[config.mk]
export PLATFORM = sky130hd
export DESIGN_NAME = pfe_datapath_flat
export DESIGN_NICKNAME = d
export VERILOG_FILES = /design/src/rtl/pfe_pkg.sv /design/src/rtl/pfe_if.sv /design/src/rtl/pfe_datapath.sv /design/src/flat_wrapper.sv
export SDC_FILE = /design/constraint.sdc
export NUM_CORES = 1
export LEC_CHECK = 0
export BUFFER_PORTS_ARGS = -buffer_cell sky130_fd_sc_hd__buf_2
export CAP_MARGIN = 10
export CORE_UTILIZATION = 34
export CTS_CLUSTER_DIAMETER = 60
export DETAILED_ROUTE_END_ITERATION = 10
export PLACE_DENSITY_LB_ADDON = 0.08
export SKIP_CTS_REPAIR_TIMING = 1
export SYNTH_ARGS = -nofsm -noshare
export SYNTH_HDL_FRONTEND = slang
export SYNTH_SLANG_ARGS = --single-unit
[constraint.sdc]
create_clock -name clock -period 4.7 [get_ports clock]
set_input_delay 0.705 -clock clock [delete_from_list [all_inputs] [get_ports clock]]
set_output_delay 0.705 -clock clock [all_outputs]
set_load 0.01 [all_outputs]
[src/rtl/pfe_pkg.sv]
// Shared types and constants of the postfix expression evaluator.
package pfe_pkg;

   localparam int CHAR_W = 8;

   localparam logic [CHAR_W-1:0] CH_ZERO  = 8'h30;
   localparam logic [CHAR_W-1:0] CH_NINE  = 8'h39;
   localparam logic [CHAR_W-1:0] CH_PLUS  = 8'h2B;
   localparam logic [CHAR_W-1:0] CH_MINUS = 8'h2D;
   localparam logic [CHAR_W-1:0] CH_TIMES = 8'h2A;
   localparam logic [CHAR_W-1:0] CH_SLASH = 8'h2F;

   typedef enum logic [1:0] {
      ST_OK,
      ST_OVERFLOW,
      ST_UNDERFLOW,
      ST_DIVZERO
   } status_type;

   typedef enum logic [3:0] {
      S_IDLE,
      S_EXEC,
      S_READ_A,
      S_OPERATE,
      S_START,
      S_ITER,
      S_WRITE,
      S_FETCH,
      S_RESPOND
   } pfe_state_type;

   typedef struct packed {
      logic       load_char;
      logic       push_digit;
      logic       rd_second;
      logic       load_b;
      logic       load_a;
      logic       start_iter;
      logic       step;
      logic       push_result;
      status_type flag;
      logic       load_rsp;
      logic       clear_expr;
   } pfe_cmd_type;

   typedef struct packed {
      logic is_digit;
      logic is_op;
      logic is_arith;
      logic is_div;
      logic last;
      logic full;
      logic few;
      logic b_zero;
      logic iter_last;
      logic out_free;
   } pfe_status_type;

endpackage

[src/rtl/pfe_if.sv]


interface pfe_rsp_if import pfe_pkg::*; #(
   parameter int VALUE_WIDTH = 32
);
   logic                          valid;
   logic                          ready;
   logic signed [VALUE_WIDTH-1:0] value;
   status_type                    status;

   modport source (output valid, value, status, input ready);
   modport sink   (input valid, value, status, output ready);
endinterface

[src/rtl/pfe_datapath.sv]
// Value stack, operand registers, shared shift-add / restoring divide unit and result register.
module pfe_datapath import pfe_pkg::*; #(
   parameter int STACK_DEPTH = 16,
   parameter int VALUE_WIDTH = 32
) (
   input  logic              clock,
   input  logic              reset,
   input  logic [CHAR_W-1:0] req_char_code,
   input  logic              req_last,
   input  pfe_cmd_type       cmd,
   output pfe_status_type    status,
   pfe_rsp_if.source         rsp_if
);

   localparam int SP_W   = $clog2(STACK_DEPTH + 1);
   localparam int ADDR_W = $clog2(STACK_DEPTH);
   localparam int CNT_W  = $clog2(VALUE_WIDTH);
   localparam int W      = VALUE_WIDTH;

   logic [W-1:0]      stack_mem [STACK_DEPTH];
   logic [W-1:0]      rd_data_ff;

   logic [CHAR_W-1:0] char_ff;
   logic              last_ff;
   logic [SP_W-1:0]   sp_ff, sp_in;
   status_type        err_ff, err_in;
   logic [W-1:0]      a_ff, b_ff, x_ff, y_ff, acc_ff;
   logic [CNT_W-1:0]  cnt_ff;
   logic [W-1:0]      value_ff;
   status_type        status_ff;
   logic              rsp_valid_ff;

   logic [SP_W-1:0]   sp_m1, sp_m2;
   logic [ADDR_W-1:0] rd_addr, wr_addr;
   logic [W-1:0]      wr_data, digit, result, prod_sum, mag_a, mag_b, quot;
   logic [W:0]        rem_sh, diff;
   logic              fits, neg_a, neg_b;
   logic              is_digit, is_arith, is_div, is_op;

   // character decode
   always_comb begin
      is_digit = char_ff inside {[CH_ZERO:CH_NINE]};
      is_arith = (char_ff == CH_PLUS) || (char_ff == CH_MINUS);
      is_div   = (char_ff == CH_SLASH);
      is_op    = is_arith || is_div || (char_ff == CH_TIMES);
   end

   assign sp_m1   = sp_ff - SP_W'(1);
   assign sp_m2   = sp_ff - SP_W'(2);
   assign rd_addr = cmd.rd_second ? sp_m2[ADDR_W-1:0] : sp_m1[ADDR_W-1:0];
   assign wr_addr = cmd.push_digit ? sp_ff[ADDR_W-1:0] : sp_m2[ADDR_W-1:0];
   assign digit   = W'(char_ff[3:0]);
   assign wr_data = cmd.push_digit ? digit : result;

   // shared iterative unit
   assign neg_a    = a_ff[W-1];
   assign neg_b    = b_ff[W-1];
   assign mag_a    = neg_a ? (W'(0) - a_ff) : a_ff;
   assign mag_b    = neg_b ? (W'(0) - b_ff) : b_ff;
   assign prod_sum = acc_ff + (y_ff[0] ? x_ff : W'(0));
   assign rem_sh   = {acc_ff, x_ff[W-1]};
   assign diff     = rem_sh - {1'b0, y_ff};
   assign fits     = !diff[W];
   assign quot     = (neg_a ^ neg_b) ? (W'(0) - x_ff) : x_ff;

   always_comb begin
      case (char_ff)
         CH_PLUS:  result = a_ff + b_ff;
         CH_MINUS: result = a_ff - b_ff;
         CH_SLASH: result = (b_ff == W'(0)) ? W'(0) : quot;
         default:  result = acc_ff;
      endcase
   end

   always_ff @(posedge clock) begin
      if (cmd.push_digit || cmd.push_result) begin
         stack_mem[wr_addr] <= wr_data;
      end
      rd_data_ff <= stack_mem[rd_addr];
   end

   always_ff @(posedge clock) begin
      if (cmd.load_char) begin
         char_ff <= req_char_code;
         last_ff <= req_last;
      end
      if (cmd.load_b) begin
         b_ff <= rd_data_ff;
      end
      if (cmd.load_a) begin
         a_ff <= rd_data_ff;
      end
      if (cmd.start_iter) begin
         x_ff   <= is_div ? mag_a : a_ff;
         y_ff   <= is_div ? mag_b : b_ff;
         acc_ff <= '0;
         cnt_ff <= '0;
      end else if (cmd.step) begin
         if (is_div) begin
            acc_ff <= fits ? diff[W-1:0] : rem_sh[W-1:0];
            x_ff   <= {x_ff[W-2:0], fits};
         end else begin
            acc_ff <= prod_sum;
            x_ff   <= {x_ff[W-2:0], 1'b0};
            y_ff   <= {1'b0, y_ff[W-1:1]};
         end
         cnt_ff <= cnt_ff + CNT_W'(1);
      end
      if (cmd.load_rsp) begin
         value_ff  <= (sp_ff == '0) ? W'(0) : rd_data_ff;
         status_ff <= err_ff;
      end
   end

   always_comb begin
      sp_in = sp_ff;
      if (cmd.clear_expr) begin
         sp_in = '0;
      end else if (cmd.push_digit) begin
         sp_in = sp_ff + SP_W'(1);
      end else if (cmd.push_result) begin
         sp_in = sp_m1;
      end
   end

   // keep only the first error of an expression
   always_comb begin
      err_in = err_ff;
      if (cmd.clear_expr) begin
         err_in = ST_OK;
      end else if ((cmd.flag != ST_OK) && (err_ff == ST_OK)) begin
         err_in = cmd.flag;
      end
   end

   always_ff @(posedge clock) begin
      if (reset) begin
         sp_ff        <= '0;
         err_ff       <= ST_OK;
         rsp_valid_ff <= 1'b0;
      end else begin
         sp_ff  <= sp_in;
         err_ff <= err_in;
         if (cmd.load_rsp) begin
            rsp_valid_ff <= 1'b1;
         end else if (rsp_if.ready) begin
            rsp_valid_ff <= 1'b0;
         end
      end
   end

   assign rsp_if.valid  = rsp_valid_ff;
   assign rsp_if.value  = value_ff;
   assign rsp_if.status = status_ff;

   always_comb begin
      status.is_digit  = is_digit;
      status.is_op     = is_op;
      status.is_arith  = is_arith;
      status.is_div    = is_div;
      status.last      = last_ff;
      status.full      = (sp_ff == SP_W'(STACK_DEPTH));
      status.few       = (sp_ff < SP_W'(2));
      status.b_zero    = (b_ff == W'(0));
      status.iter_last = (cnt_ff == CNT_W'(VALUE_WIDTH - 1));
      status.out_free  = !rsp_valid_ff || rsp_if.ready;
   end

   a_sp_bound: assert property (@(posedge clock) disable iff (reset)
      sp_ff <= SP_W'(STACK_DEPTH))
      else $error("stack pointer beyond stack depth");

   a_pop_needs_two: assert property (@(posedge clock) disable iff (reset)
      cmd.push_result |-> sp_ff >= SP_W'(2))
      else $error("result pushed without two operands popped");

   a_err_sticky: assert property (@(posedge clock) disable iff (reset)
      (err_ff != ST_OK && !cmd.clear_expr) |=> err_ff == $past(err_ff))
      else $error("recorded error changed within an expression");

   a_no_overwrite: assert property (@(posedge clock) disable iff (reset)
      cmd.load_rsp |-> (!rsp_valid_ff || rsp_if.ready))
      else $error("result register loaded while holding an untaken item");

endmodule

[src/flat_wrapper.sv]
// flat-port wrapper written by rule: the top's interface ports become plain ports
module pfe_datapath_flat import pfe_pkg::*;
#(
   parameter int STACK_DEPTH = 16,
   parameter int VALUE_WIDTH = 32
)
  (clock, reset, req_char_code, req_last, cmd, status, rsp_if_valid, rsp_if_value, rsp_if_status, rsp_if_ready);
  pfe_rsp_if #(.VALUE_WIDTH(VALUE_WIDTH)) rsp_if_i ();
  input  logic clock;
  input  logic reset;
  input  logic [CHAR_W-1:0] req_char_code;
  input  logic req_last;
  input  pfe_cmd_type cmd;
  output pfe_status_type status;
  output wire logic [$bits(rsp_if_i.valid)-1:0] rsp_if_valid;
  output wire logic [$bits(rsp_if_i.value)-1:0] rsp_if_value;
  output wire logic [$bits(rsp_if_i.status)-1:0] rsp_if_status;
  input wire logic [$bits(rsp_if_i.ready)-1:0] rsp_if_ready;
  assign rsp_if_valid = rsp_if_i.valid;
  assign rsp_if_value = rsp_if_i.value;
  assign rsp_if_status = rsp_if_i.status;
  assign rsp_if_i.ready = rsp_if_ready;
  pfe_datapath #(.STACK_DEPTH(STACK_DEPTH), .VALUE_WIDTH(VALUE_WIDTH)) u_core (.clock(clock), .reset(reset), .req_char_code(req_char_code), .req_last(req_last), .cmd(cmd), .status(status), .rsp_if(rsp_if_i));
endmodule
# Yosys cells after proc, flatten, opt, wreduce, memory -nomap -nowiden
# Memory sizes are Yosys's and may differ from the RTL's. A register that Yosys moved wholly into a read port is not among the register bits.
# Index checks and enable logic that the tools add are counted.
# totals
ff_bits	216
ramBits	512
input_bits	24
out_inout_bits	45
elab_cells	79
n_memories	1
# memory_table
name	words	word_bits	read_ports	rd_clocked_by_memory_dff	write_ports	line	rtl
u_core.stack_mem	16	32	1	1	1	pfe_datapath.sv:20	logic [W-1:0] stack_mem [STACK_DEPTH];
# op_classes
add_sub_neg	11
order_cmp	3
n_eq_ne	7
n_mux	25
bitwise_logic	1
reduce_logical	18
# ops
cell	count
32-bit 2-to-1 mux	15
32-bit one-hot mux with 3 select lines	1
1-bit by 32-bit subtractor with 32-bit output, first input constant	3
32-bit adder	2
33-bit by 32-bit subtractor with 33-bit output	1
8-bit by 6-bit == test with 1-bit output, second input constant	4
32-bit zero test	1
32-bit subtractor	1
5-bit by 1-bit adder with 5-bit output, second input constant	2
5-bit == test, second input constant	2
5-bit 2-to-1 mux	2
8-bit by 6-bit greater-or-equal comparator with 1-bit output, second input constant	1
8-bit by 6-bit less-or-equal comparator with 1-bit output, second input constant	1
4-bit 2-to-1 mux	2
2-bit nonzero test	4
5-bit zero test	1
1-bit logical OR	5
5-bit by 2-bit < comparator with 1-bit output, second input constant	1
1-bit 2-to-1 mux	5
5-bit by 1-bit subtractor with 5-bit output, second input constant	1
4-bit by 2-bit subtractor with 4-bit output, second input constant	1
1-bit logical AND	2
1-bit zero test	2
2-bit zero test	1
other kinds (4)	4

# Depth between registers and ports, before layout
# logic_depth
depth_word	5
mapped_depth	18
ltp_nobuf	17

# Worst setup path before layout
# OpenSTA, ideal clock, no wires.
# synth_path
path_type	reg2reg
from	register u_core.char_ff[6]
to	memory u_core.stack_mem[0][30] (netlist name) (data pin)
setup_ns	0.340
arrival_time_ns	4.498
required_ns	4.360
slack_ns	-0.138
stages_incl_launch_ff	17
n_path_buf	1
synth_period_minus_slack_ns	4.838
path_cell_list	edfxtp_1 > nor3b_1 > nor3b_1 > nand3_1 > nor2_1 > clkbuf_1 > nor2_1 > xnor2_1 > ha_1 > a21o_1 > a41o_1 > a31oi_1 > o31ai_1 > a21o_1 > a211o_1 > mux2_2 > a211oi_1
# synth_via
elab_chain_len	3
elab_cells_between_ends	5
cone_classes	3 x eq/ne; 2 x mux
# synth_lines
element	line	rtl
from (decl)	pfe_datapath.sv:23	logic [CHAR_W-1:0] char_ff;
from (signal assigned)	pfe_datapath.sv:84	char_ff <= req_char_code;
8-bit by 6-bit == test with 1-bit output	pfe_datapath.sv:67	case (char_ff)
32-bit one-hot mux with 3 select lines (*)	pfe_datapath.sv:67	
32-bit 2-to-1 mux (*)	pfe_datapath.sv:53	assign wr_data = cmd.push_digit ? digit : result;
named net u_core.wr_data[30]	pfe_datapath.sv:35	logic [W-1:0] wr_data, digit, result, prod_sum, mag_a, mag_b, quot;
to (decl)	pfe_datapath.sv:20	
# The timed path passes the listed nets; every way through them passes the cells marked *.

# Final worst setup path
# layout_path
from	register u_core.char_ff[6]
to	memory u_core.stack_mem[4][19] (netlist name) (data pin)
# The elaborated chain is that of the path after synthesis.

==> impl_metrics.sql <==
INSERT INTO impl_metrics (metric_group, metric, value, unit) VALUES
('cells_and_area', 'fin_area', '43700', 'sq um'),
('cells_and_area', 'finalNetCount', '3212', ''),
('global_routing', 'grt_usage', '0.212', ''),
('clock_network', 'tritoncts', 'yes', ''),
('status', 'run_status', 'complete, no violations', ''),
('clock_network', 'clk_path_buf_depth', '3', ''),
('global_routing', 'pin_count_of_the_biggest_net_entering_global_routing', '60', ''),
('placement', 'detailedPlacementHpwl', '83100', 'microns'),
('clock_network', 'cts_root_buffer', 'sky130_fd_sc_hd__clkbuf_16', ''),
('yosys', 'synth_common_cells', '683 x sky130_fd_sc_hd__edfxtp_1, 224 x sky130_fd_sc_hd__nand2_1, 196 x sky130_fd_sc_hd__nor2_1', ''),
('pwr', 'power.switching', '0.00583', 'W'),
('global_routing', 'antenna_found_initial', '4', ''),
('route', 'dr_total_vias', '24700', ''),
('job', 'cap_viol_max_count', '0', ''),
('yosys', 'yosys.cell_count.top_type', 'sky130_fd_sc_hd__edfxtp_1', ''),
('yosys', 'synth_seq_cells', '760', ''),
('clock_network', 'cts_htree_levels', '3', ''),
('worst_setup_path', 'crit_path_end_kind', 'flip-flop', ''),
('yosys', 'synth-edff-count', '683', ''),
('worst_setup_path', 'worst-setup-path-type', 'reg -> reg', ''),
('worst_hold_path', 'worst_hold_startpoint', 'req_last', ''),
('die', 'floorplan.initialDensity', '0.344', ''),
('yosys', 'asyncSetResetFlopFracSynth', '0', ''),
('clock_network', 'numCtsBuffers', '93', ''),
('route', 'detailroute.wirelength.met2', '59000', 'microns'),
('clock_network', 'clkSinkCount', '760', ''),
('route', 'drt_iter0_drc', '1937', ''),
('worst_setup_path', 'worstSetupStartpointType', 'flip-flop', ''),
('route', 'final_routed_wire_length_divided_by_cell_count', '25.8', 'microns'),
('placement', 'port_buffer_count', '68', ''),
('worst_hold_path', 'min-delay-path-class', 'in -> reg', ''),
('placement', 'postPlaceCellArea', '40500', 'sq um'),
('yosys', 'mappedNetlistNets', '2969', ''),
('yosys', 'synth_sequential_area_ratio', '0.596', ''),
('yosys', 'synth.distinct_cells', '79', ''),
('yosys', 'netlist_area', '37000', 'sq um'),
('timing', 'timing.max_slew.rel_slack', '0.259', ''),
('global_routing', 'grt.overflow.total', '0', ''),
('global_routing', 'grt_pass1_wl', '173000', 'microns'),
('cells_and_area', 'syn2layout_area_growth', '18.2', '%'),
('pwr', 'p_per_area', '449', 'nW/um^2'),
('pwr', 'power.clock.fraction', '0.358', ''),
('yosys', 'synthCells', '2836', ''),
('placement', 'dp_slack', '-500', 'ps'),
('timing', 'final.min_clock_period', '4510', 'ps'),
('yosys', 'synth.largest_area_cell', 'sky130_fd_sc_hd__edfxtp_1', ''),
('pwr', 'power.switching_fraction', '0.297', ''),
('worst_setup_path', 'path_max_fanout', '16', ''),
('cells_and_area', 'final_layout_size_suffix_gt1_frac', '0.200', ''),
('route', 'ant_nets', '0', ''),
('timing', 'post-route-worst-setup-slack', '192', 'ps'),
('die', 'die_x', '332', 'microns'),
('pwr', 'vdd_drop_max', '317', 'uV'),
('route', 'dr.max_layer_used', 'met4', ''),
('timing', 'finalMaxSlewViolations', '0', ''),
('pwr', 'design_power_total', '0.0196', 'W'),
('timing', 'fin_worst_hold_slack', '206', 'ps'),
('pwr', 'comb_power_share', '0.209', ''),
('worst_setup_path', 'crit_start', 'u_core.char_ff[6]', ''),
('die', 'fp.dieArea', '110000', 'sq um'),
('global_routing', 'grt_pass1_vias', '25600', ''),
('placement', 'place_inst', '4385', ''),
('timing', 'fmax', '222', 'MHz'),
('timing', 'post-route-period-util', '0.959', ''),
('clock_network', 'clk_pin_slew_worst_paths', '50', 'ps'),
('placement', 'place_congestion', '0.869', ''),
('yosys', 'yosys.area.top_type_share', '0.554', ''),
('yosys', 'ys.warnings.count', '0', ''),
('die', 'die-height', '332', 'microns'),
('yosys', 'ys_dominant_reg_cell', 'sky130_fd_sc_hd__edfxtp_1', ''),
('pwr', 'power.sequential.fraction', '0.434', '');
-- cells by family (layout without fill, tap and decap cells) --
group                    after synthesis  after routing  synth area share
XOR/XNOR                             201            201            0.0476
multiplexers                         157            157            0.0860
flip-flops                           760            760             0.596
AO/OA/AOI/OAI                        610            610             0.107
adder cells (fa/ha/maj)              109            109            0.0375
AND/OR/NAND/NOR                      779            779             0.102
buffers and inverters                220            542            0.0231
other                                  0              2                 0
-- state kept, by name, summed over array words and instances, names as in the netlist, 5 cells and up --
register             flops
u_core.a_ff             32
u_core.char_ff           8
u_core.y_ff             32
u_core.cnt_ff            5
u_core.x_ff             32
u_core.b_ff             32
u_core.stack_mem       512
u_core.rd_data_ff       32
u_core.acc_ff           32
u_core.rsp_if.value     32
u_core.sp_ff             5
-- critical path, cell delays in order (launching register included) --
cell,delay [ps]
sky130_fd_sc_hd__edfxtp_1,370
sky130_fd_sc_hd__nor3b_2,200
sky130_fd_sc_hd__nor3b_2,190
sky130_fd_sc_hd__buf_4,150
sky130_fd_sc_hd__nand4_1,100
sky130_fd_sc_hd__buf_4,200
sky130_fd_sc_hd__buf_12,150
sky130_fd_sc_hd__nand2_1,70
sky130_fd_sc_hd__xor2_1,150
sky130_fd_sc_hd__ha_1,260
sky130_fd_sc_hd__buf_4,160
sky130_fd_sc_hd__or3_1,370
sky130_fd_sc_hd__o211ai_1,140
sky130_fd_sc_hd__buf_4,160
sky130_fd_sc_hd__nand2_1,120
sky130_fd_sc_hd__a21boi_1,250
sky130_fd_sc_hd__o21ai_0,150
sky130_fd_sc_hd__mux2i_1,130
sky130_fd_sc_hd__o21ai_0,420
sky130_fd_sc_hd__a31oi_1,230
sky130_fd_sc_hd__buf_4,250
-- cell usage in the layout (no fill, tap or decap), drive strengths merged, types with 51 or more instances in the layout --
cell / Yosys / final
edfxtp: 683 / 683
buf: 27 / 286
nand2: 224 / 224
nor2: 196 / 196
a21oi: 183 / 183
mux4: 128 / 128
clkbuf: 111 / 121
xor2: 113 / 113
ha: 106 / 106
inv: 81 / 93
o21ai: 89 / 89
xnor2: 88 / 88
dfxtp: 77 / 77
and2: 69 / 69
a31oi: 58 / 58
a211oi: 57 / 57
nand3: 54 / 54
nor3: 51 / 51
-- final timing paths --
check	end	slack, ps	cells past startpoint
hold reg to reg	u_core.b_ff[19]	450	0
setup / recovery	u_core.stack_mem[4][19]	190	20
setup reg to reg	u_core.stack_mem[4][19]	190	20
hold / removal	u_core.last_ff	210	1
-- power groups by stage --
stage | Clock (W) | Sequential, W | Combinational (W)
CTS | 0.00722 | 0.00850 | 0.00406
global route | 0.00745 | 0.00855 | 0.00448
floorplan | 0 | 0.00836 | 0.00259
global placement | 0 | 0.00863 | 0.00402
detailed placement | 0 | 0.00864 | 0.00403
finish | 0.00702 | 0.00850 | 0.00409
-- per-layer routing --
layer  global-route usage  up-vias
li1                     -    11400
met1                0.271    12600
met2                0.371      636
met3               0.0244      187
met4               0.0775        0
met5                    0        -
-- layout make-up --
type                    instances  area [sq um]
fillers                     10200         63800
well taps                    1403          1760
multi-input cells            1856         14400
repair buffers                286          2140
clock buffers                 121          2520
inverters                      82           308
diodes                          2          5.00
clock inverters                53           498
flip-flops and latches        760         22100
-- through the flow --
step                      setup TNS [ps]  utilization
after global routing               -18.8        0.407
final                                  0        0.407
after detailed placement          -27190        0.377
after global placement            -14430        0.377
after CTS                         -41140        0.405
after floorplan                        0            -
Power figures use the tool's default switching activity.
