==> config.mk <==
export PLATFORM = sky130hd
export DESIGN_NAME = pfe_controller
export DESIGN_NICKNAME = d
export VERILOG_FILES = /design/src/rtl/pfe_pkg.sv /design/src/rtl/pfe_controller.sv
export SDC_FILE = /design/constraint.sdc
export NUM_CORES = 1
export LEC_CHECK = 0
export ABC_AREA = 1
export BUFFER_PORTS_ARGS = -buffer_cell sky130_fd_sc_hd__buf_2
export CORE_AREA = 2 2 39 41
export DETAILED_ROUTE_END_ITERATION = 10
export DIE_AREA = 0 0 41 43
export MAX_ROUTING_LAYER = met4
export SLEW_MARGIN = 20
export SYNTH_ARGS = -nofsm -noshare
export SYNTH_HDL_FRONTEND = slang
export SYNTH_SLANG_ARGS = --single-unit
==> constraint.sdc <==
create_clock -name clock -period 1.5 [get_ports clock]
set_input_delay 0.075 -clock clock [delete_from_list [all_inputs] [get_ports clock]]
set_output_delay 0.075 -clock clock [all_outputs]
set_load 0.05 [all_outputs]
==> src/rtl/pfe_pkg.sv <==
// Shared types and constants of the postfix expression evaluator.
package pfe_pkg;

   localparam int CHAR_W = 8;

   localparam logic [CHAR_W-1:0] CH_ZERO  = 8'h30;
   localparam logic [CHAR_W-1:0] CH_NINE  = 8'h39;
   localparam logic [CHAR_W-1:0] CH_PLUS  = 8'h2B;
   localparam logic [CHAR_W-1:0] CH_MINUS = 8'h2D;
   localparam logic [CHAR_W-1:0] CH_TIMES = 8'h2A;
   localparam logic [CHAR_W-1:0] CH_SLASH = 8'h2F;

   typedef enum logic [1:0] {
      ST_OK,
      ST_OVERFLOW,
      ST_UNDERFLOW,
      ST_DIVZERO
   } status_type;

   typedef enum logic [3:0] {
      S_IDLE,
      S_EXEC,
      S_READ_A,
      S_OPERATE,
      S_START,
      S_ITER,
      S_WRITE,
      S_FETCH,
      S_RESPOND
   } pfe_state_type;

   typedef struct packed {
      logic       load_char;
      logic       push_digit;
      logic       rd_second;
      logic       load_b;
      logic       load_a;
      logic       start_iter;
      logic       step;
      logic       push_result;
      status_type flag;
      logic       load_rsp;
      logic       clear_expr;
   } pfe_cmd_type;

   typedef struct packed {
      logic is_digit;
      logic is_op;
      logic is_arith;
      logic is_div;
      logic last;
      logic full;
      logic few;
      logic b_zero;
      logic iter_last;
      logic out_free;
   } pfe_status_type;

endpackage

==> src/rtl/pfe_controller.sv <==
// Sequencer that steps each character through decode, stack access and arithmetic.
module pfe_controller import pfe_pkg::*; (
   input  logic           clock,
   input  logic           reset,
   input  logic           req_valid,
   output logic           req_ready,
   input  pfe_status_type status,
   output pfe_cmd_type    cmd
);

   pfe_state_type state_ff, state_in;

   always_ff @(posedge clock) begin
      if (reset) begin
         state_ff <= S_IDLE;
      end else begin
         state_ff <= state_in;
      end
   end

   always_comb begin
      state_in = state_ff;
      case (state_ff)
         S_IDLE: begin
            if (req_valid) begin
               state_in = S_EXEC;
            end
         end
         S_EXEC: begin
            if (status.is_op && !status.few) begin
               state_in = S_READ_A;
            end else begin
               state_in = status.last ? S_FETCH : S_IDLE;
            end
         end
         S_READ_A:  state_in = S_OPERATE;
         S_OPERATE: state_in = status.is_arith ? S_WRITE : S_START;
         S_START: begin
            state_in = (status.is_div && status.b_zero) ? S_WRITE : S_ITER;
         end
         S_ITER: begin
            if (status.iter_last) begin
               state_in = S_WRITE;
            end
         end
         S_WRITE:   state_in = status.last ? S_FETCH : S_IDLE;
         S_FETCH:   state_in = S_RESPOND;
         S_RESPOND: begin
            if (status.out_free) begin
               state_in = S_IDLE;
            end
         end
         default:   state_in = S_IDLE;
      endcase
   end

   always_comb begin
      cmd       = '0;
      cmd.flag  = ST_OK;
      req_ready = 1'b0;
      case (state_ff)
         S_IDLE: begin
            req_ready     = 1'b1;
            cmd.load_char = req_valid;
         end
         S_EXEC: begin
            // drop a digit that finds the stack full; flag an operator with fewer than two values
            if (status.is_digit) begin
               if (status.full) begin
                  cmd.flag = ST_OVERFLOW;
               end else begin
                  cmd.push_digit = 1'b1;
               end
            end else if (status.is_op && status.few) begin
               cmd.flag = ST_UNDERFLOW;
            end
         end
         S_READ_A: begin
            cmd.load_b    = 1'b1;
            cmd.rd_second = 1'b1;
         end
         S_OPERATE: cmd.load_a = 1'b1;
         S_START: begin
            if (status.is_div && status.b_zero) begin
               cmd.flag = ST_DIVZERO;
            end else begin
               cmd.start_iter = 1'b1;
            end
         end
         S_ITER:  cmd.step = 1'b1;
         S_WRITE: cmd.push_result = 1'b1;
         S_FETCH: begin
         end
         S_RESPOND: begin
            cmd.load_rsp   = status.out_free;
            cmd.clear_expr = status.out_free;
         end
         default: begin
         end
      endcase
   end

   a_ready_only_idle: assert property (@(posedge clock) disable iff (reset)
      (req_valid && req_ready) |=> state_ff == S_EXEC)
      else $error("accepted item not decoded in the next cycle");

   a_iter_exits: assert property (@(posedge clock) disable iff (reset)
      (state_ff == S_ITER && status.iter_last) |=> state_ff == S_WRITE)
      else $error("iteration did not end on its last step");

   a_respond_hold: assert property (@(posedge clock) disable iff (reset)
      (state_ff == S_RESPOND && !status.out_free) |=> state_ff == S_RESPOND)
      else $error("result dropped while the output register was busy");

endmodule

After elaboration in Yosys (flattened, before gate mapping)
Cells that the tools add are included.
{ "classes": {"n_mux": 25, "reduce_logical": 6, "eq_ne": 11} }
{ "ops": {"columns": ["cell", "n"], "rows": [
  ["one-hot mux 4 bit (9 select lines)", 1],
  ["== test 4 x 3 -> 1 bit, second input constant", 4],
  ["2-to-1 mux 2 bit", 7],
  ["2-to-1 mux 4 bit", 3],
  ["2-to-1 mux 1 bit", 11],
  ["== test 4 x 2 -> 1 bit, second input constant", 2],
  ["2-to-1 mux 3 bit", 2],
  ["inequality test 2 bit, second input constant", 3],
  ["== test 4 x 1 -> 1 bit, second input constant", 1],
  ["== test 4 bit, second input constant", 1],
  ["zero test 4 bit", 1],
  ["one-hot mux 2 bit (2 select lines)", 1],
  ["logical AND 1 bit", 3],
  ["AND reduction 3 bit", 1],
  ["zero test 1 bit", 1]
]} }
{ "word_totals": {"elab_cells": 43, "output_inout_bits": 13, "reg_bits": 4} }

Logic depth before layout (Yosys ltp)
Gate-level depths: netlist of the first run.
{ "depth": {"word_depth": 4, "mapped_depth": 9} }

Worst setup path after synthesis of the first run
Ideal clock, no wire load.
{ "synth_path": {"path_kind": "register -> output", "from": "register state_ff[0]", "to": "output cmd[2] (netlist name)", "required_ps": 1425, "n_path_buf": 0, "t_arrival_ps": 1749, "setup_slack_ps": -324, "stages_incl_launch_ff": 5, "cell_sequence": "dfxtp_1 inv_2 nor2_4 nand2_2 o21ai_0"} }
{ "synth_rtl": {"columns": ["element", "line", "source"], "rows": [
  ["from (decl)", "pfe_controller.sv:11", "pfe_state_type state_ff, state_in;"],
  ["from (signal assigned)", "pfe_controller.sv:17", "state_ff <= state_in;"],
  ["to (decl)", "pfe_controller.sv:8", "output pfe_cmd_type cmd"]
]} }

==> flow_summary.toml, run 1 <==
[status]
status = "completed"

[grt]
grt_max_degree = 9
grt_usage_pct = 14.2
grt_pass1_vias = 438
overflow = 0
grt_pass1_wl_mm = 1.69
antenna_found_initial = 0

[power]
power.density_nw_per_um2 = 1390
ir_worst_vdd_mv = 0.578
p_leak_nw = 0.385

[detailed_routing]
first_pass_iters = 4
wl_per_cell_um = 8.62
via_per_inst = 4.42
drc = 0
vias = 513
totalWireLength_mm = 1.00
detail-route-antenna-nets = 0
drt-initial-drc-count = 7

[timing]
fin_worst_skew_ns = 0.00457
finalSetupViolations = 0
layout_min_cycle_time_ns = 1.40
max_clock_freq_ghz = 0.717
worst_pin_slew_ns = 0.253
rsz0062_at_grt = "no"
hold_viol = 0
relSlewSlack_pct = 83.3
fin_ws_ns = 0.105
fin_crit_sh_pct = 93.0
slew_violations = 0

[logic_synthesis]
ys_seq_elements = 4
synth_fp_nets = 87
synthesis.area_um2 = 420
synth.most_common_cell = "nand2_1"
synthTopCellsByArea = "dfxtp_1, nand2_1, inv_1"
yosys_warnings = 0
ys_seq_area_share_pct = 19.0
synthCells = 74
avgSynthCellArea_um2 = 5.68
ys_types = 18
synthFlopType = "dfxtp_1"
synth_edf_count = 0
synth_top_area_share_pct = 19.0
synth_top_area_cell = "dfxtp_1"
async_flop_share_pct = 0
synthTopCellsByCount = "nand2_1, inv_1, nor2_1, nand3_1, dfxtp_1"

[place]
gp_congestion = 0.833
pre_cts_slack_ns = 0.241
place_area_um2 = 542
dp_hpwl_um = 829
port_buffers = 25

[floorplan]
fp.dieH_um = 43
die_w_um = 41
num_rows = 14
start_util_pct = 30.4
boundaryPins = 26
core-area_um2 = 1380
die_area_um2 = 1760

[worst_hold_path]
hold_path_startpoint = "reset"
hold_path_class = "input port to register"
hold_path_depth = 2

[worst_setup_path]
crit_path_top_delay_cell = "dfxtp_1"
reg2reg_slack_ns = 0.30
arrival_ns = 1.32
worst_r2r_path_depth = 9
cp-start-kind = "register"
startpoint = "state_ff[3]"
cp.required_ns = 1.42
worst_setup_path_end_kind = "output pin"
critPathKind = "register to output pin"
r2r_end = "state_ff[1]"
cp.depth = 4
crit_chain = "nor2_4 -> nand2_1 -> nor3_1 -> buf_2"
cp_num_buf_inv = 1
critPathCapture = "cmd[11]"
cpLargestDelayFamily = "simple AND/OR/NAND/NOR gates"
r2r-start = "state_ff[2]"
cp_max_fo = 6
cpPeakStageDelay_ns = 0.36

[cells_and_area]
fill_cells = 158
multi_input_area_um2 = 262
area_delta_synth_final_pct = 39.3
drive_gt1_share_pct = 43.0
top_register = "state_ff"
reg_top3 = "state_ff (4)"
nNetsFinal = 115
final_area_um2 = 586
largest_register_ffs = 4
diodes = 0
register_area_um2 = 83.8

[cts]
cts.clk_slew.worst_paths_ns = 0.04
cts_tree = "yes"
cts_buffer_depth = 2
htreeDepth = 1
clock_latency_ns = 0.24
numCtsBuffers = 3
cts_sinks = 4
hold_buffers = 0
cts_root_buf = "clkbuf_4"

[run]
cap_violations = 0
layout by cell type, fill, tap and decap left out:
cell / n
dfxtp_2: 3
clkbuf_4: 3
nand3_1: 6
nand2_1: 18
nand4_1: 2
nor2_1: 9
nand3b_1: 1
o21ai_0: 2
buf_4: 3
buf_2: 23
dfxtp_1: 1
nand2_2: 1
inv_2: 3
nor3_1: 2
a21oi_2: 1
nor2_2: 2
nor2_4: 4
a21oi_1: 2
inv_1: 13
o21bai_1: 1
routing by layer:
layer	GRT usage [%]	up-vias	part of all wire, %
li1	-	279	-
met1	18.3	216	44
met2	20.6	16	49
met3	3.14	2	6.7
met4	6.00	0	0.40
met5	-	-	0
worst register-to-register path, stage by stage (launching register included):
cell and delay (ns):
dfxtp_2 0.36, inv_2 0.06, nor2_4 0.15, nand4_1 0.16, buf_4 0.16, nand2_1 0.05, nor2_1 0.04, nand2_1 0.06
nand2_1 0.05, nor2_1 0.07
worst min path at each step:
stage / end / slack, ns
CTS: state_ff[0] / 0.03
global route: state_ff[0] / 0.03
detailed placement: state_ff[0] / 0.28
global placement: state_ff[0] / 0.28
finish: state_ff[0] / 0.03
floorplan: state_ff[0] / 0.14
layout make-up:
cell class	count	area share (%)
clock buffer	3	3.85
inverter	16	10.3
multi-input combinational	51	44.7
sequential	4	14.3
tap	16	3.42
timing repair buffer	26	23.5
what timing repair did:
| item | 4_1_cts | 5_1_grt |
|---|---|---|
| buffers inserted | 0 | 1 |
| resized for setup | 0 | 8 |
| setup endpoints to repair | 0 | 8 |
kinds of logic after synthesis:
group                  synth area share (%)
AOI/OAI and AO/OA                      8.63
buffers and inverters                  20.5
DFF                                    19.0
and+or+nand+nor                        51.8
where the power goes:
part | internal, mW | switching (mW) | leakage [nW]
registers | 0.133 | 0.0454 | 0.0338
clock network | 0.0897 | 0.0470 | 0.0138
logic | 0.140 | 0.361 | 0.338
stage by stage:
stage / power (mW) / hold WS, ns / util (%) / std cells / setup TNS (ns)
floorplan: 0.572 / 0.137 / - / 74 / -1.14
global placement: 0.659 / 0.283 / 39.2 / 112 / 0
detailed placement: 0.660 / 0.281 / 39.2 / 112 / 0
CTS: 0.800 / 0.0339 / 40.8 / 115 / 0
global route: 0.879 / 0.0321 / 42.3 / 116 / 0
finish: 0.815 / 0.0317 / 42.3 / 116 / 0
(Power assumes the default switching activity.)
==> inputs of run 2 (changes only) <==
--- a/config.mk
+++ b/config.mk
@@ -6,7 +6,9 @@
 export NUM_CORES = 1
 export LEC_CHECK = 0
 export ABC_AREA = 1
+export ABC_CLOCK_PERIOD_IN_PS = 1300
 export BUFFER_PORTS_ARGS = -buffer_cell sky130_fd_sc_hd__buf_2
+export CAP_MARGIN = 10
 export CORE_AREA = 2 2 39 41
 export DETAILED_ROUTE_END_ITERATION = 10
 export DIE_AREA = 0 0 41 43
==> constraint.sdc (replaced) <==
create_clock -name clock -period 1.3 [get_ports clock]
set_input_delay 0.065 -clock clock [delete_from_list [all_inputs] [get_ports clock]]
set_output_delay 0.065 -clock clock [all_outputs]
set_load 0.05 [all_outputs]
==> run 2 against run 1 <==
  * The flow now finishes with violations (negative setup slack)
  * Worst hold slack lost 0.0033 ns
  * First-iteration DRC count is 29% higher
  * Via count is 5.7% higher
  * Sequential share of layout area down 1.8 points
  * Flip-flop and latch count stayed put
  * Critical endpoint is now cmd[3]
==> flow_summary.toml, run 2 (synthesis gave the netlist of run 1 again) <==
[cts]
cts_tree = "yes"
clock_latency_ns = 0.24
cts.clk_slew.worst_paths_ns = 0.04
cts_sinks = 4
numCtsBuffers = 3
cts_root_buf = "clkbuf_4"
htreeDepth = 1
hold_buffers = 0
cts_buffer_depth = 2

[cells_and_area]
area_delta_synth_final_pct = 71.4
reg_top3 = "state_ff (4)"
nNetsFinal = 117
fill_cells = 151
utilization_pct = 52.1
final_cell_mix = "nand2_1, inv_1, buf_2"
top_register = "state_ff"
final_common_cell = "nand2_1"
drive_gt1_share_pct = 52.9
largest_register_ffs = 4
diodes = 0

[worst_setup_path]
startpoint = "state_ff[2]"
r2r-start = "state_ff[0]"
critPathCapture = "cmd[3]"
cp_max_fo = 6
cp.required_ns = 1.24
cp-start-kind = "register"
arrival_ns = 1.24
crit_path_top_delay_cell = "dfxtp_2"
critPathKind = "register to output pin"
r2r_end = "state_ff[2]"
worst_r2r_path_depth = 8
crit_chain = "inv_2 -> nor2_4 -> nand4_1 -> o21ai_2 -> buf_6"
worst_setup_path_end_kind = "output pin"
reg2reg_slack_ns = 0.11
cpPeakStageDelay_ns = 0.35

[worst_hold_path]
hold_path_class = "input port to register"

[timing]
fin_crit_sh_pct = 100
worst_pin_slew_ns = 0.212
hold_viol = 0
relSlewSlack_pct = 85.8
layout_min_cycle_time_ns = 1.31
finalSetupViolations = 2
fin_worst_skew_ns = 0.00629
slew_violations = 0
rsz0062_at_grt = "yes"
fin_ws_ns = -0.00546
max_clock_freq_ghz = 0.766

[power]
p_int_mw = 0.528
ir_worst_vdd_mv = 0.610
clockPowerShare_pct = 14.4
pwr-share-comb_pct = 66.9
power.density_nw_per_um2 = 1550
power.total_mw = 1.12
p_leak_nw = 0.408
switchingPower_mw = 0.588
seq_power_share_pct = 18.7
switching_share_pct = 52.7

[status]
status = "complete, but fails checks"
violations = "negative setup slack"

[floorplan]
core-area_um2 = 1380
die_w_um = 41
num_rows = 14
start_util_pct = 30.4
boundaryPins = 26
die_area_um2 = 1760
fp.dieH_um = 43

[detailed_routing]
wl_met3_um = 91
detail-route-antenna-nets = 0
drc = 0
via_per_inst = 4.59
drt-initial-drc-count = 9
wl_per_cell_um = 10.0
first_pass_iters = 4
wl_met1_um = 456
dr_wl_met2_um = 634
highest_layer = "met3"
totalWireLength_mm = 1.18
vias = 542

[grt]
grt_pass1_wl_mm = 1.82
overflow = 0
grt_pass1_vias = 485
antenna_found_initial = 0
grt_usage_pct = 15.4
grt_max_degree = 8

[place]
dp_hpwl_um = 953
port_buffers = 25
gp_congestion = 0.760

[run]
cap_violations = 0
-- run 2: power groups by stage --
stage	Clock [mW]	Sequential, mW	Combinational, mW
2_1_floorplan	0	0.173	0.512
3_3_place_gp	0	0.192	0.614
3_5_place_dp	0	0.193	0.617
4_1_cts	0.161	0.199	0.683
5_1_grt	0.171	0.216	0.801
6_report	0.160	0.209	0.747
-- run 2: final cells by class --
class	instances	area (um^2)	area share, %
sequential	4	90.1	12.5
inverter	16	63.8	8.85
tap	16	20.0	2.78
timing repair buffer	28	221	30.7
multi-input combinational	51	303	42.0
clock buffer	3	22.5	3.13
-- run 2: timing repair --
action                                  in CTS  in global routing
endpoints found under the setup margin      14                 13
gates resized for setup                     18                 22
hold endpoints to repair                     0                  0
buffers inserted                             1                  0
pin swaps                                    2                  1
-- run 2: critical path: cells and delay by family (launching register included) --
| kind | cells | cell delay (ns) |
|---|---|---|
| AND/OR/NAND/NOR | 2 | 0.31 |
| AO/OA/AOI/OAI | 1 | 0.11 |
| flip-flops | 1 | 0.35 |
| buffers and inverters | 2 | 0.22 |
-- run 2: stage by stage --
step                      area, um^2  TNS (ns)  setup WS, ns  hold slack (ns)  cells
after floorplan                  455    -0.204        -0.168            0.127     74
after global placement           586  -0.00151      -0.00151            0.279    114
after detailed placement         586   -0.0200       -0.0200            0.276    114
after CTS                        662   -0.0945       -0.0271           0.0240    118
after global routing             721    -0.309       -0.0867           0.0357    118
final                            721   -0.0106      -0.00546           0.0283    118
-- run 2: worst min-delay path by stage --
stage                     start           to  slack [ns]  depth (start not counted)
after floorplan           reset  state_ff[0]        0.13                          1
final                     reset  state_ff[0]        0.03                          2
after global routing      reset  state_ff[0]        0.04                          2
after CTS                 reset  state_ff[0]        0.02                          2
after detailed placement  reset  state_ff[0]        0.28                          2
after global placement    reset  state_ff[0]        0.28                          2
-- run 2: layer usage --
layer  vias up  global-route usage [%]
met5         -                       -
met4         0                    6.00
met3         0                    3.14
met2        24                    25.3
met1       237                    17.3
li1        281                       -
==> inputs of run 3 (changes only) <==
--- a/config.mk
+++ b/config.mk
@@ -13,6 +13,7 @@
 export DETAILED_ROUTE_END_ITERATION = 10
 export DIE_AREA = 0 0 41 43
 export MAX_ROUTING_LAYER = met4
+export PLACE_DENSITY_LB_ADDON = 0.2
 export SLEW_MARGIN = 20
 export SYNTH_ARGS = -nofsm -noshare
 export SYNTH_HDL_FRONTEND = slang
==> run 3 against run 2 <==
  * The flow still finishes with violations (negative setup slack)
  * Total power increased by 1.1%
  * Die area unchanged
  * Via count increased by 4.8%
  * Fmax about the same
  * First-iteration DRC count decreased by 22%
  * Non-clock buffer count increased by 3
  * Setup slack about the same
  * Clock skew decreased by 0.0062 ns
  * Global-route usage increased by 0.51 points
  * Largest cell class unchanged
  * Highest routed layer is now met4
==> flow_summary.toml, run 3 (synthesis gave the netlist of run 1 again) <==
[status]
status = "complete, but fails checks"
violations = "negative setup slack"

[cts]
htreeDepth = 1
cts_sinks = 4
cts_buffer_depth = 2
cts_tree = "yes"
cts_root_buf = "clkbuf_4"
numCtsBuffers = 3
clock_latency_ns = 0.23
cts.clk_slew.worst_paths_ns = 0.04

[power]
power.density_nw_per_um2 = 1530
p_int_mw = 0.543
p_leak_nw = 0.422
clockPowerShare_pct = 13.3
pwr-share-comb_pct = 68.6
switchingPower_mw = 0.585
ir_worst_vdd_mv = 0.651
power.total_mw = 1.13
seq_power_share_pct = 18.0
switching_share_pct = 51.8

[timing]
slew_violations = 0
fin_worst_skew_ns = 0.0000885
setup_tns_ns = -0.00805
worst_pin_slew_ns = 0.219
layout_min_cycle_time_ns = 1.31
relSlewSlack_pct = 85.3
max_clock_freq_ghz = 0.766
finalSetupViolations = 2
fin_ws_ns = -0.00507
rsz0062_at_grt = "yes"
hold_viol = 0
fin_crit_sh_pct = 100

[cells_and_area]
diodes = 0
reg_top3 = "state_ff (4)"
nNetsFinal = 120
fill_cells = 138
top_register = "state_ff"
final_common_cell = "nand2_1"
final_cell_mix = "nand2_1, inv_1, buf_2"
area_delta_synth_final_pct = 75.0
final_area_um2 = 736
largest_register_ffs = 4
drive_gt1_share_pct = 54.3

[detailed_routing]
detail-route-antenna-nets = 0
totalWireLength_mm = 1.16
first_pass_iters = 4
drt-initial-drc-count = 7
via_per_inst = 4.69
vias = 568
drc = 0
wl_per_cell_um = 9.55

[place]
port_buffers = 25
place_area_um2 = 586
gp_congestion = 0.830
pre_cts_slack_ns = 0.0548
dp_hpwl_um = 860

[worst_hold_path]
hold_path_startpoint = "reset"
hold_path_class = "input port to register"

[grt]
grt_usage_pct = 15.9
antenna_found_initial = 0
grt_max_degree = 8
grt_pass1_wl_mm = 1.85
grt_pass1_vias = 480
overflow = 0

[floorplan]
boundaryPins = 26
die_w_um = 41
fp.dieH_um = 43
start_util_pct = 30.4
core-area_um2 = 1380
die_area_um2 = 1760
num_rows = 14

[worst_setup_path]
arrival_ns = 1.24
r2r-start = "state_ff[3]"
critPathKind = "register to output pin"
cp_max_fo = 6
startpoint = "state_ff[3]"
worst_setup_path_end_kind = "output pin"
cp-start-kind = "register"
cp.required_ns = 1.24
reg2reg_slack_ns = 0.07

[run]
cap_violations = 0
-- run 3: timing repair --
action	CTS	global route
endpoints found under the setup margin	13	14
pin swaps	3	4
gates resized for setup	19	15
setup buffers	1	3
gates cloned	0	0
hold buffers	0	0
-- run 3: metrics by stage --
stage | utilization [%] | std cells | hold WS, ns
2_1_floorplan | - | 74 | 0.127
3_3_place_gp | 42.3 | 114 | 0.279
3_5_place_dp | 42.3 | 114 | 0.285
4_1_cts | 48.2 | 118 | 0.0342
5_1_grt | 53.2 | 121 | 0.0421
6_report | 53.2 | 121 | 0.0381
-- run 3: final timing paths --
path                            cells past startpoint           to
worst max-delay path                                4       cmd[3]
worst min register to register                      2  state_ff[3]
worst min-delay path                                2  state_ff[0]
worst max register to register                      8  state_ff[0]
-- run 3: area by class of cell --
type                            instances  area [um^2]  share of cell area, %
Multi-Input combinational cell         51          305                   41.5
Timing Repair Buffer                   31          236                   32.1
Sequential cell                         4         87.6                   11.9
Inverter                               16         63.8                   8.67
Clock buffer                            3         22.5                   3.06
Tap cell                               16         20.0                   2.72
-- run 3: worst max-delay path: stages (launching register included) --
cell     delay (ns)
dfxtp_2        0.35
nor2_4         0.22
nand2_4        0.11
o21ai_2        0.16
buf_6          0.17
-- run 3: power by group through the flow --
stage | clock network, mW | registers (mW) | logic (mW)
6_report | 0.151 | 0.203 | 0.774
4_1_cts | 0.157 | 0.200 | 0.692
5_1_grt | 0.168 | 0.207 | 0.838
3_3_place_gp | 0 | 0.191 | 0.624
3_5_place_dp | 0 | 0.191 | 0.620
2_1_floorplan | 0 | 0.173 | 0.512
-- run 3: layer usage --
metal | share of wire (%) | up-vias | global-route usage [%]
li1 | - | 292 | -
met1 | 40 | 256 | 18.9
met2 | 54 | 18 | 23.4
met3 | 4.6 | 2 | 4.71
met4 | 1.2 | 0 | 8.00
met5 | 0 | - | -
